<file path="src/rtl/string_escape_decoder_core_macros.svh">
// Assertion helpers for the RTL of the escape decoder core.
`ifndef STRING_ESCAPE_DECODER_CORE_MACROS_SVH
`define STRING_ESCAPE_DECODER_CORE_MACROS_SVH

`ifndef SYNTH

`define SED_ASSERT_SAME(lbl, clk, rst_n, ante, cons) \
    lbl: assert property (@(posedge clk) disable iff (!rst_n) (ante) |-> (cons)) \
        else $error("same-cycle check failed");

`define SED_ASSERT_NEXT(lbl, clk, rst_n, ante, cons) \
    lbl: assert property (@(posedge clk) disable iff (!rst_n) (ante) |=> (cons)) \
        else $error("next-cycle check failed");

`else

`define SED_ASSERT_SAME(lbl, clk, rst_n, ante, cons)

`define SED_ASSERT_NEXT(lbl, clk, rst_n, ante, cons)

`endif

`endif

</file>
<file path="src/rtl/sed_pkg.sv">
package sed_pkg;

    localparam int ResDepth = 4;
    localparam int PTR_W    = $clog2(ResDepth);
    localparam int CNT_W    = $clog2(ResDepth + 1);

    localparam logic [7:0] CH_0      = 8'h30;
    localparam logic [7:0] CH_7      = 8'h37;
    localparam logic [7:0] CH_9      = 8'h39;
    localparam logic [7:0] CH_UA     = 8'h41;
    localparam logic [7:0] CH_UF     = 8'h46;
    localparam logic [7:0] CH_LA     = 8'h61;
    localparam logic [7:0] CH_LF     = 8'h66;
    localparam logic [7:0] CH_BSLASH = 8'h5C;
    localparam logic [7:0] CH_SQUOTE = 8'h27;
    localparam logic [7:0] CH_DQUOTE = 8'h22;
    localparam logic [7:0] CH_LB     = 8'h62;
    localparam logic [7:0] CH_LN     = 8'h6E;
    localparam logic [7:0] CH_LR     = 8'h72;
    localparam logic [7:0] CH_LT     = 8'h74;
    localparam logic [7:0] CH_LV     = 8'h76;
    localparam logic [7:0] CH_LX     = 8'h78;
    localparam logic [7:0] CH_UX     = 8'h58;
    localparam logic [7:0] CH_LU     = 8'h75;
    localparam logic [7:0] CH_UU     = 8'h55;

    localparam logic [7:0] CODE_BEL = 8'd7;
    localparam logic [7:0] CODE_BS  = 8'd8;
    localparam logic [7:0] CODE_FF  = 8'd12;
    localparam logic [7:0] CODE_LF  = 8'd10;
    localparam logic [7:0] CODE_CR  = 8'd13;
    localparam logic [7:0] CODE_HT  = 8'd9;
    localparam logic [7:0] CODE_VT  = 8'd11;

    typedef enum logic [2:0] {
        PH_IDLE = 3'd0,
        PH_ESC  = 3'd1,
        PH_ZERO = 3'd2,
        PH_OCT1 = 3'd3,
        PH_OCT2 = 3'd4,
        PH_HEX1 = 3'd5,
        PH_HEX2 = 3'd6
    } t_phase;

    typedef enum logic [2:0] {
        ST_DATA  = 3'd0,
        ST_END   = 3'd1,
        ST_UNREC = 3'd2,
        ST_OCT   = 3'd3,
        ST_HEX   = 3'd4
    } t_status;

    typedef struct packed {
        logic [7:0] data;
        t_status    status;
        logic       last;
    } t_res;

    function automatic logic is_oct(input logic [7:0] b);
        return b inside {[CH_0:CH_7]};
    endfunction

    // Returns the digit value in the low four bits and a valid flag on top.
    function automatic logic [4:0] hex_digit(input logic [7:0] b);
        logic [7:0] d;
        d = 8'h00;
        if (b inside {[CH_0:CH_9]}) begin
            d = b - CH_0;
            return {1'b1, d[3:0]};
        end
        if (b inside {[CH_UA:CH_UF]}) begin
            d = b - CH_UA + 8'd10;
            return {1'b1, d[3:0]};
        end
        if (b inside {[CH_LA:CH_LF]}) begin
            d = b - CH_LA + 8'd10;
            return {1'b1, d[3:0]};
        end
        return 5'd0;
    endfunction

    // Zero means the character is not a single-character escape.
    function automatic logic [7:0] simple_escape(input logic [7:0] b);
        logic [7:0] v;
        case (b)
            CH_SQUOTE: v = CH_SQUOTE;
            CH_DQUOTE: v = CH_DQUOTE;
            CH_BSLASH: v = CH_BSLASH;
            CH_LA:     v = CODE_BEL;
            CH_LB:     v = CODE_BS;
            CH_LF:     v = CODE_FF;
            CH_LN:     v = CODE_LF;
            CH_LR:     v = CODE_CR;
            CH_LT:     v = CODE_HT;
            CH_LV:     v = CODE_VT;
            default:   v = 8'h00;
        endcase
        return v;
    endfunction

endpackage

</file>
<file path="src/rtl/string_escape_decoder_core.sv">
// Decodes the escape sequences of a string literal that arrives one raw byte per
// transfer, closed by a transfer with s_axis_tlast high. Each result transfer
// carries a decoded byte and a status in m_axis_tuser (0 data, 1 end ok,
// 2 unrecognized escape, 3 malformed octal, 4 malformed hex); m_axis_tlast
// marks the final result caused by one input transfer. One input transfer is
// taken every cycle while the output keeps up; an item is registered, then
// decoded and written into a four-entry result queue once the queue has room
// for two results, and the output is driven from the queue head. The output
// port moves one result per cycle while m_axis_tready is high, so an item that
// yields two results (a deferred NUL after \0) takes two output transfers, and
// items that yield none (a backslash, digits inside an escape, bytes after an error) take none.
`include "string_escape_decoder_core_macros.svh"

module string_escape_decoder_core (
    input  logic       i_clk,
    input  logic       i_rst_n,
    input  logic       s_axis_tvalid,
    output logic       s_axis_tready,
    input  logic [7:0] s_axis_tdata,   // [7:0] in_byte
    input  logic       s_axis_tlast,
    output logic       m_axis_tvalid,
    input  logic       m_axis_tready,
    output logic [7:0] m_axis_tdata,   // [7:0] out_byte
    output logic [2:0] m_axis_tuser,   // [2:0] status
    output logic       m_axis_tlast
);
    import sed_pkg::*;

    logic                r_in_valid;
    logic [7:0]          r_in_byte;
    logic                r_in_end;

    t_phase              r_phase;
    t_phase              n_phase;
    logic [7:0]          r_partial;
    logic [7:0]          n_partial;
    logic                r_err;
    logic                n_err;

    t_res                r_fifo [ResDepth];
    logic [PTR_W-1:0]    r_wr_ptr;
    logic [PTR_W-1:0]    r_rd_ptr;
    logic [CNT_W-1:0]    r_count;

    t_res                res0;
    t_res                res1;
    logic [1:0]          push_cnt;
    logic [1:0]          push;
    logic                pop;
    logic                room;
    logic                consume;
    logic [7:0]          digit;
    logic [4:0]          hex;
    logic [7:0]          esc_val;
    t_res                head;

    assign room          = r_count <= CNT_W'(ResDepth - 2);
    assign consume       = r_in_valid && room;
    assign s_axis_tready = !r_in_valid || consume;
    assign pop           = m_axis_tvalid && m_axis_tready;
    assign push          = consume ? push_cnt : 2'd0;

    assign head          = r_fifo[r_rd_ptr];
    assign m_axis_tvalid = r_count != '0;
    assign m_axis_tdata  = head.data;
    assign m_axis_tuser  = head.status;
    assign m_axis_tlast  = head.last;

    always_ff @(posedge i_clk) begin
        if (!i_rst_n) begin
            r_in_valid <= 1'b0;
        end else if (s_axis_tready) begin
            r_in_valid <= s_axis_tvalid;
        end
        if (s_axis_tready && s_axis_tvalid) begin
            r_in_byte <= s_axis_tdata;
            r_in_end  <= s_axis_tlast;
        end
    end

    assign digit   = r_in_byte - CH_0;
    assign hex     = hex_digit(r_in_byte);
    assign esc_val = simple_escape(r_in_byte);

    always_comb begin
        n_phase   = r_phase;
        n_partial = r_partial;
        n_err     = r_err;
        res0      = '{data: 8'h00, status: ST_DATA, last: 1'b1};
        res1      = '{data: 8'h00, status: ST_END, last: 1'b1};
        push_cnt  = 2'd0;
        if (r_in_end) begin
            if (!r_err) begin
                push_cnt = 2'd1;
                case (r_phase)
                    PH_ESC:  res0.status = ST_UNREC;
                    PH_ZERO: begin
                        res0.last = 1'b0;
                        push_cnt  = 2'd2;
                    end
                    PH_OCT1, PH_OCT2: res0.status = ST_OCT;
                    PH_HEX1, PH_HEX2: res0.status = ST_HEX;
                    default: res0.status = ST_END;
                endcase
            end
            n_phase   = PH_IDLE;
            n_partial = 8'h00;
            n_err     = 1'b0;
        end else if (!r_err) begin
            case (r_phase)
                PH_ESC: begin
                    if (r_in_byte == CH_0) begin
                        n_partial = 8'h00;
                        n_phase   = PH_ZERO;
                    end else if (is_oct(r_in_byte)) begin
                        n_partial = digit;
                        n_phase   = PH_OCT1;
                    end else if (r_in_byte == CH_LX || r_in_byte == CH_UX
                                 || r_in_byte == CH_LU || r_in_byte == CH_UU) begin
                        n_partial = 8'h00;
                        n_phase   = PH_HEX1;
                    end else if (esc_val == 8'h00) begin
                        res0.status = ST_UNREC;
                        push_cnt    = 2'd1;
                    end else begin
                        res0.data = esc_val;
                        push_cnt  = 2'd1;
                        n_phase   = PH_IDLE;
                    end
                end
                PH_ZERO: begin
                    if (is_oct(r_in_byte)) begin
                        n_partial = digit;
                        n_phase   = PH_OCT2;
                    end else if (r_in_byte == CH_BSLASH) begin
                        push_cnt = 2'd1;
                        n_phase  = PH_ESC;
                    end else begin
                        res0.last   = 1'b0;
                        res1.data   = r_in_byte;
                        res1.status = ST_DATA;
                        push_cnt    = 2'd2;
                        n_phase     = PH_IDLE;
                    end
                end
                PH_OCT1: begin
                    if (is_oct(r_in_byte)) begin
                        n_partial = {r_partial[4:0], digit[2:0]};
                        n_phase   = PH_OCT2;
                    end else begin
                        res0.status = ST_OCT;
                        push_cnt    = 2'd1;
                    end
                end
                PH_OCT2: begin
                    push_cnt = 2'd1;
                    if (is_oct(r_in_byte)) begin
                        res0.data = {r_partial[4:0], digit[2:0]};
                        n_partial = 8'h00;
                        n_phase   = PH_IDLE;
                    end else begin
                        res0.status = ST_OCT;
                    end
                end
                PH_HEX1: begin
                    if (hex[4]) begin
                        n_partial = {4'h0, hex[3:0]};
                        n_phase   = PH_HEX2;
                    end else begin
                        res0.status = ST_HEX;
                        push_cnt    = 2'd1;
                    end
                end
                PH_HEX2: begin
                    push_cnt = 2'd1;
                    if (hex[4]) begin
                        res0.data = {r_partial[3:0], hex[3:0]};
                        n_partial = 8'h00;
                        n_phase   = PH_IDLE;
                    end else begin
                        res0.status = ST_HEX;
                    end
                end
                default: begin
                    if (r_in_byte == CH_BSLASH) begin
                        n_phase = PH_ESC;
                    end else begin
                        res0.data = r_in_byte;
                        push_cnt  = 2'd1;
                        n_phase   = PH_IDLE;
                    end
                end
            endcase
            if (push_cnt != 2'd0 && res0.status != ST_DATA) begin
                n_err     = 1'b1;
                n_phase   = PH_IDLE;
                n_partial = 8'h00;
            end
        end
    end

    always_ff @(posedge i_clk) begin
        if (!i_rst_n) begin
            r_phase   <= PH_IDLE;
            r_partial <= 8'h00;
            r_err     <= 1'b0;
        end else if (consume) begin
            r_phase   <= n_phase;
            r_partial <= n_partial;
            r_err     <= n_err;
        end
    end

    always_ff @(posedge i_clk) begin
        if (push != 2'd0) begin
            r_fifo[r_wr_ptr] <= res0;
        end
        if (push == 2'd2) begin
            r_fifo[r_wr_ptr + PTR_W'(1)] <= res1;
        end
    end

    always_ff @(posedge i_clk) begin
        if (!i_rst_n) begin
            r_wr_ptr <= '0;
            r_rd_ptr <= '0;
            r_count  <= '0;
        end else begin
            r_wr_ptr <= r_wr_ptr + PTR_W'(push);
            r_rd_ptr <= r_rd_ptr + PTR_W'(pop);
            r_count  <= r_count + CNT_W'(push) - CNT_W'(pop);
        end
    end

    `SED_ASSERT_SAME(a_queue_bound, i_clk, i_rst_n, 1'b1, r_count <= CNT_W'(ResDepth))
    `SED_ASSERT_SAME(a_silent_after_error, i_clk, i_rst_n,
        consume && r_err && !r_in_end, push == 2'd0)
    `SED_ASSERT_SAME(a_pair_last_order, i_clk, i_rst_n,
        push == 2'd2, res1.last && !res0.last && res0.status == ST_DATA)
    `SED_ASSERT_NEXT(a_end_clears, i_clk, i_rst_n, consume && r_in_end,
        r_phase == PH_IDLE && !r_err && r_partial == 8'h00)

endmodule

</file>
<file path="config.mk">
export PLATFORM = sky130hd
export DESIGN_NAME = string_escape_decoder_core
export DESIGN_NICKNAME = d
export VERILOG_FILES = /design/src/rtl/sed_pkg.sv /design/src/rtl/string_escape_decoder_core.sv
export VERILOG_INCLUDE_DIRS = /design/src /design/src/rtl
export SDC_FILE = /design/constraint.sdc
export NUM_CORES = 1
export LEC_CHECK = 0
export ABC_AREA = 1
export BUFFER_PORTS_ARGS = -buffer_cell sky130_fd_sc_hd__buf_2
export CAP_MARGIN = 20
export CORE_MARGIN = 4
export CORE_UTILIZATION = 30
export DETAILED_ROUTE_END_ITERATION = 6
export SYNTH_ARGS = -nofsm -noshare
export SYNTH_HDL_FRONTEND = slang
export SYNTH_SLANG_ARGS = --single-unit
</file>
<file path="constraint.sdc">
create_clock -name i_clk -period 3.6 [get_ports i_clk]
set_clock_uncertainty 0.05 [all_clocks]
set_input_delay 0.18 -clock i_clk [delete_from_list [all_inputs] [get_ports i_clk]]
set_output_delay 0.18 -clock i_clk [all_outputs]
set_load 0.02 [all_outputs]
</file>
# After elaboration in Yosys (flattened, before gate mapping)
# Memory sizes are Yosys's and may differ from the RTL's. A register that Yosys moved wholly into a read port is not among the register bits.
# Cells that the tools add are included.
totals:
  register_bits: 26
  ramBits: 48
  input_bits: 13
  output_inout_bits: 14
  word_cells: 174
  memories: 1
memory_table:
  columns: ["memory", "depth", "width", "read_ports", "rd_ports_with_merged_regs", "write_ports", "line", "rtl"]
  rows:
  - ["r_fifo", 4, 12, 1, 1, 2, "string_escape_decoder_core.sv:40", "t_res r_fifo [ResDepth];"]
op_classes:
  add_sub_neg: 10
  n_lt_le_gt_ge: 8
  eq_ne: 30
  n_mux: 91
  reduce_logical: 25
op_table:
  columns: ["operator", "count"]
  rows:
  - ["$eq 8x7->1 const B", 12]
  - ["$mux 11", 8]
  - ["$mux 5", 17]
  - ["$pmux 7 s10", 1]
  - ["$mux 3", 15]
  - ["$mux 8", 5]
  - ["$pmux 8 s4", 1]
  - ["$pmux 5 s6", 1]
  - ["$eq 8x6->1 const B", 3]
  - ["$mux 1", 24]
  - ["$mux 2", 12]
  - ["$ne 4x4->1 const B", 5]
  - ["$pmux 3 s6", 1]
  - ["$ge 8x7->1 const B", 2]
  - ["$le 8x6->1 const B", 2]
  - ["$le 8x7->1 const B", 2]
  - ["$mux 12", 1]
  - ["$pmux 3 s4", 1]
  - ["$pmux 2 s5", 1]
  - ["$eq 3x3->1 const B", 3]
  - ["$pmux 3 s3", 1]
  - ["$reduce_and 9->1", 1]
  - ["$add 4x4->4 const B", 2]
  - ["$ge 8x6->1 const B", 1]
  - ["other kinds (25)", 42]

# Longest topological paths before layout
logic_depth:
  word_depth: 19
  depth_mapped: 22
  depth_no_buf: 22

# Worst setup path after synthesis
# OpenSTA, ideal clock, no wires.
synth_timing:
  path_kind: "register -> register"
  from: "register r_in_byte[0]"
  to: "register r_count[2]"
  setup_ns: 0.119
  arrival_time_ns: 2.650
  required_time_ns: 3.431
  path_slack_ns: 0.781
  path_stages_with_launch: 23
  path_buffers: 0
  period_less_slack_ns: 2.819
  path_cell_list: "edfxtp_1 inv_1 ha_1 inv_1 nand2_1 nand2_1 nand3_1 nand2_2 nand2_1 inv_2 nand3_1 nand2_1 nand2_1 nand2_2 nand2_4 ha_1 inv_1 ha_1 inv_1 fa_1 xor2_1 inv_1 nor2_1"
synth_via:
  elab_chain_len: 17
  elab_cells_between_ends: 47
  cone_classes: "add/sub (2); order compare (7); eq/ne (6); mux (25); reduce/logical (7)"
synth_rtl:
  columns: ["element", "line", "rtl"]
  rows:
  - ["start: declaration", "string_escape_decoder_core.sv:30", "logic [7:0] r_in_byte;"]
  - ["start signal: assignment", "string_escape_decoder_core.sv:76", "r_in_byte <= s_axis_tdata;"]
  - ["$ge 8x7->1 / $le 8x7->1 (equally long branches)", "sed_pkg.sv:75", "if (b inside {[CH_LA:CH_LF]}) begin"]
  - ["$logic_and 1x1->1", "sed_pkg.sv:75", null]
  - ["$mux 1 (2 in a row)", "sed_pkg.sv:75", null]
  - ["$mux 1", "sed_pkg.sv:71", "if (b inside {[CH_UA:CH_UF]}) begin"]
  - ["$mux 5", "sed_pkg.sv:79", "return 5'd0;"]
  - ["$mux 5", "sed_pkg.sv:75", null]
  - ["$mux 5", "sed_pkg.sv:71", null]
  - ["$mux 1", "string_escape_decoder_core.sv:166", "if (hex[4]) begin"]
  - ["$pmux 2 s5 *", "string_escape_decoder_core.sv:110", "case (r_phase)"]
  - ["$mux 2 *", "string_escape_decoder_core.sv:109", "end else if (!r_err) begin"]
  - ["$mux 2 *", "string_escape_decoder_core.sv:92", "if (r_in_end) begin"]
  - ["$mux 2 *", "string_escape_decoder_core.sv:109", null]
  - ["$mux 2 *", "string_escape_decoder_core.sv:92", null]
  - ["$mux 2 *", "string_escape_decoder_core.sv:61", "assign push = consume ? push_cnt : 2'd0;"]
  - ["$add 3x2->3 *", "string_escape_decoder_core.sv:231", "r_count <= r_count + CNT_W'(push) - CNT_W'(pop);"]
  - ["$sub 3x1->3 *", "string_escape_decoder_core.sv:231", null]
  - ["end signal: assignment", "string_escape_decoder_core.sv:231", null]
  - ["end: declaration", "string_escape_decoder_core.sv:43", "logic [CNT_W-1:0] r_count;"]
# Mark *: on every way between the ends. The rest lies on a longest branch, timed or not. The select of a mux whose other input is x is not followed.
# A chain may end at the register's enable or synchronous reset.

==> impl_metrics.json <==
{
  "post_synth_num_cell_types": 41,
  "overflow": 0,
  "grt_use_total_pct": 14.8,
  "die_area_sq_mm": 0.0173,
  "start_util_pct": 31.1,
  "cts_resized": 0,
  "finalCriticalPeriod_ns": 3.25,
  "setup-violations-final": 0,
  "rrSetupSlack_ns": 0.35,
  "hold_viol": 0,
  "nFillCells": 1563,
  "holdWs_ns": 0.0596,
  "p_per_area_mw_per_mm2": 593,
  "core_area_sq_mm": 0.0148,
  "synthArstFlopShare_pct": 0,
  "synth_top_area_share_pct": 29.4,
  "grt_start_max_net_pins": 30,
  "drcViolationCount": 0,
  "cts_made_buffers": 9,
  "critPathCaptureType": "register",
  "synth_edf_count": 45,
  "yosysMostFrequentCell": "nand2_1",
  "gp_congestion": 0.908,
  "ys.flop_type": "edfxtp_1",
  "wl_per_cell_um": 15.6,
  "syn_avg_cell_area_sq_um": 7.59,
  "ant_nets": 0,
  "met2_usage_pct": 23.2,
  "r2r_end": "r_fifo[2][5]",
  "grt_util_met3_pct": 3.94,
  "crit_required_ns": 3.52,
  "startpoint": "r_in_byte[1]",
  "start_kind": "register",
  "rsz0062_at_grt": "no",
  "fp-row-count": 44,
  "drive_gt1_share_pct": 13.4,
  "antenna_found_initial": 0,
  "cp-endpoint": "r_fifo[2][5]",
  "cts_max_path_buffers": 2,
  "hp-class": "input pin to register",
  "r2r_cells": 17,
  "yosys_warnings": 0,
  "numClockSinks": 74,
  "busiest_layer": "met2",
  "clk_latency_ns": 0.34,
  "finalCritPeriodShare_pct": 90.3,
  "grt_pass1_vias": 4001,
  "synth_area_leader_cell": "edfxtp_1",
  "netlist_instances": 605,
  "r2r_start": "r_in_byte[1]",
  "numPortBuffers": 26,
  "ir_drop_mv": 0.275,
  "synth_fp_nets": 628,
  "via_per_inst": 5.11,
  "fmax_ghz": 0.308,
  "netlist_area_sq_mm": 0.00459,
  "hp-start": "s_axis_tvalid",
  "synth_common_cells": "nand2_1, nor2_1, nand3_1",
  "min_path_cells": 3,
  "cts_tree": "done",
  "ys_seq_elements": 74,
  "vias": 4212,
  "ios": 27,
  "tns_ns": 0,
  "cp.arrival_ns": 3.17,
  "tightest_slew_ns": 0.840,
  "cts_root_buf": "clkbuf_16",
  "crit_type": "register to register",
  "slew_violations": 0,
  "fin_nets": 659,
  "maxCapViolations": 0,
  "worst_slew_margin_rel_pct": 43.1,
  "hpwl_mm": 9.44,
  "area_delta_synth_final_pct": 15.5,
  "p_total_mw": 3.14,
  "synthTopCellsByArea": "edfxtp_1, dfxtp_1, nand2_1",
  "n_antenna_cell": 0,
  "cts_max_level": 3,
  "seq_area_frac_synth_pct": 42.1,
  "grt_use_met1_pct": 20.0,
  "cts.clk_slew.worst_paths_ns": 0.06,
  "grt_pass1_wl_mm": 20.8,
  "die_height_um": 132,
  "power_leakage_nw": 2.25,
  "drt-total-wl_mm": 12.9,
  "status": "finished, final reports clean",
  "dr.pass1.iters": 5,
  "path_max_fanout": 29,
  "die_width_um": 132,
  "initialDrtViolationCount": 542
}
[power by group]
group | total [mW] | internal (mW) | switching (mW)
Combinational | 0.982 | 0.313 | 0.669
Clock | 1.05 | 0.680 | 0.365
Sequential | 1.12 | 1.03 | 0.0911
Total | 3.14 | 2.02 | 1.13
[flip-flops by register name, summed over array words and instances (netlist names)]
name / count
r_fifo: 48
r_in_byte: 8
r_partial: 5
r_count: 3
r_phase: 3
r_rd_ptr: 2
r_wr_ptr: 2
r_err: 1
r_in_end: 1
r_in_valid: 1
[how the worst min path moves through the flow]
stage | slack [ns] | end
after global placement | 0.31 | r_in_byte[2]
final | 0.06 | r_in_valid
after detailed placement | 0.31 | r_in_byte[5]
after floorplan | 0.23 | r_in_byte[0]
after CTS | 0.05 | r_in_valid
after global routing | 0.08 | r_in_valid
[timing repair]
item	4_1_cts	5_1_grt
hold buffers	9	0
endpoints found under the hold margin	9	0
buffers inserted	0	0
[metal layers]
| layer | routed length [um] | vias to the layer above |
|---|---|---|
| li1 | - | 2131 |
| met1 | 6030 | 1886 |
| met2 | 5610 | 169 |
| met3 | 919 | 26 |
| met4 | 308 | 0 |
| met5 | 0 | - |
[layout make-up]
| class | instances | area, sq um | area share (%) |
|---|---|---|---|
| Clock buffer | 10 | 229 | 4.32 |
| Clock inverter | 6 | 113 | 2.12 |
| Tap cell | 184 | 230 | 4.34 |
| Multi-Input combinational cell | 440 | 2260 | 42.7 |
| Timing Repair Buffer | 42 | 273 | 5.14 |
| Inverter | 69 | 262 | 4.93 |
| Sequential cell | 74 | 1930 | 36.4 |
[critical path, stage by stage (launching register included)]
cell      delay, ns
edfxtp_1       0.50
inv_1          0.18
ha_1           0.27
inv_1          0.09
nand2_1        0.05
nand2_1        0.06
nand3_1        0.08
nand2_2        0.12
nand2_1        0.08
inv_2          0.08
nand3_1        0.08
nand2_1        0.06
nand2_1        0.07
nand2_2        0.08
nand2_4        0.07
nand2_4        0.29
nand2_4        0.18
nand2_1        0.47
[kinds of logic after synthesis]
kind of cell / count (synthesis) / synth area share, %
muxes: 1 / 0.218
and+or+nand+nor: 292 / 29.1
buffers and inverters: 91 / 8.56
DFF: 74 / 42.1
adders and majority gates: 10 / 2.89
AOI/OAI and AO/OA: 130 / 15.8
xor gates and xnor gates: 7 / 1.34
[stage by stage]
step	setup WS [ns]	area, sq um	util (%)	instances
floorplan	0.781	4590	-	605
global placement	0.507	4870	33.0	800
detailed placement	0.389	4870	33.0	800
CTS	0.377	5300	35.9	825
global route	0.0420	5300	35.9	825
finish	0.351	5300	35.9	825
[placed cells by master (no fill, tap or decap), types with 9 or more instances in the layout]
master	Yosys	routed
a21oi_1	18	18
o21ai_0	54	54
inv_2	13	13
o22ai_1	33	33
ha_1	9	9
dfxtp_1	29	29
inv_1	52	52
nor2_1	83	83
buf_2	6	26
dlygate4sd3_1	0	9
nand2_1	107	107
o21ai_1	13	13
clkbuf_16	0	9
nand3_1	73	73
edfxtp_1	45	45
No activity file was read; power rests on OpenSTA's default activity.
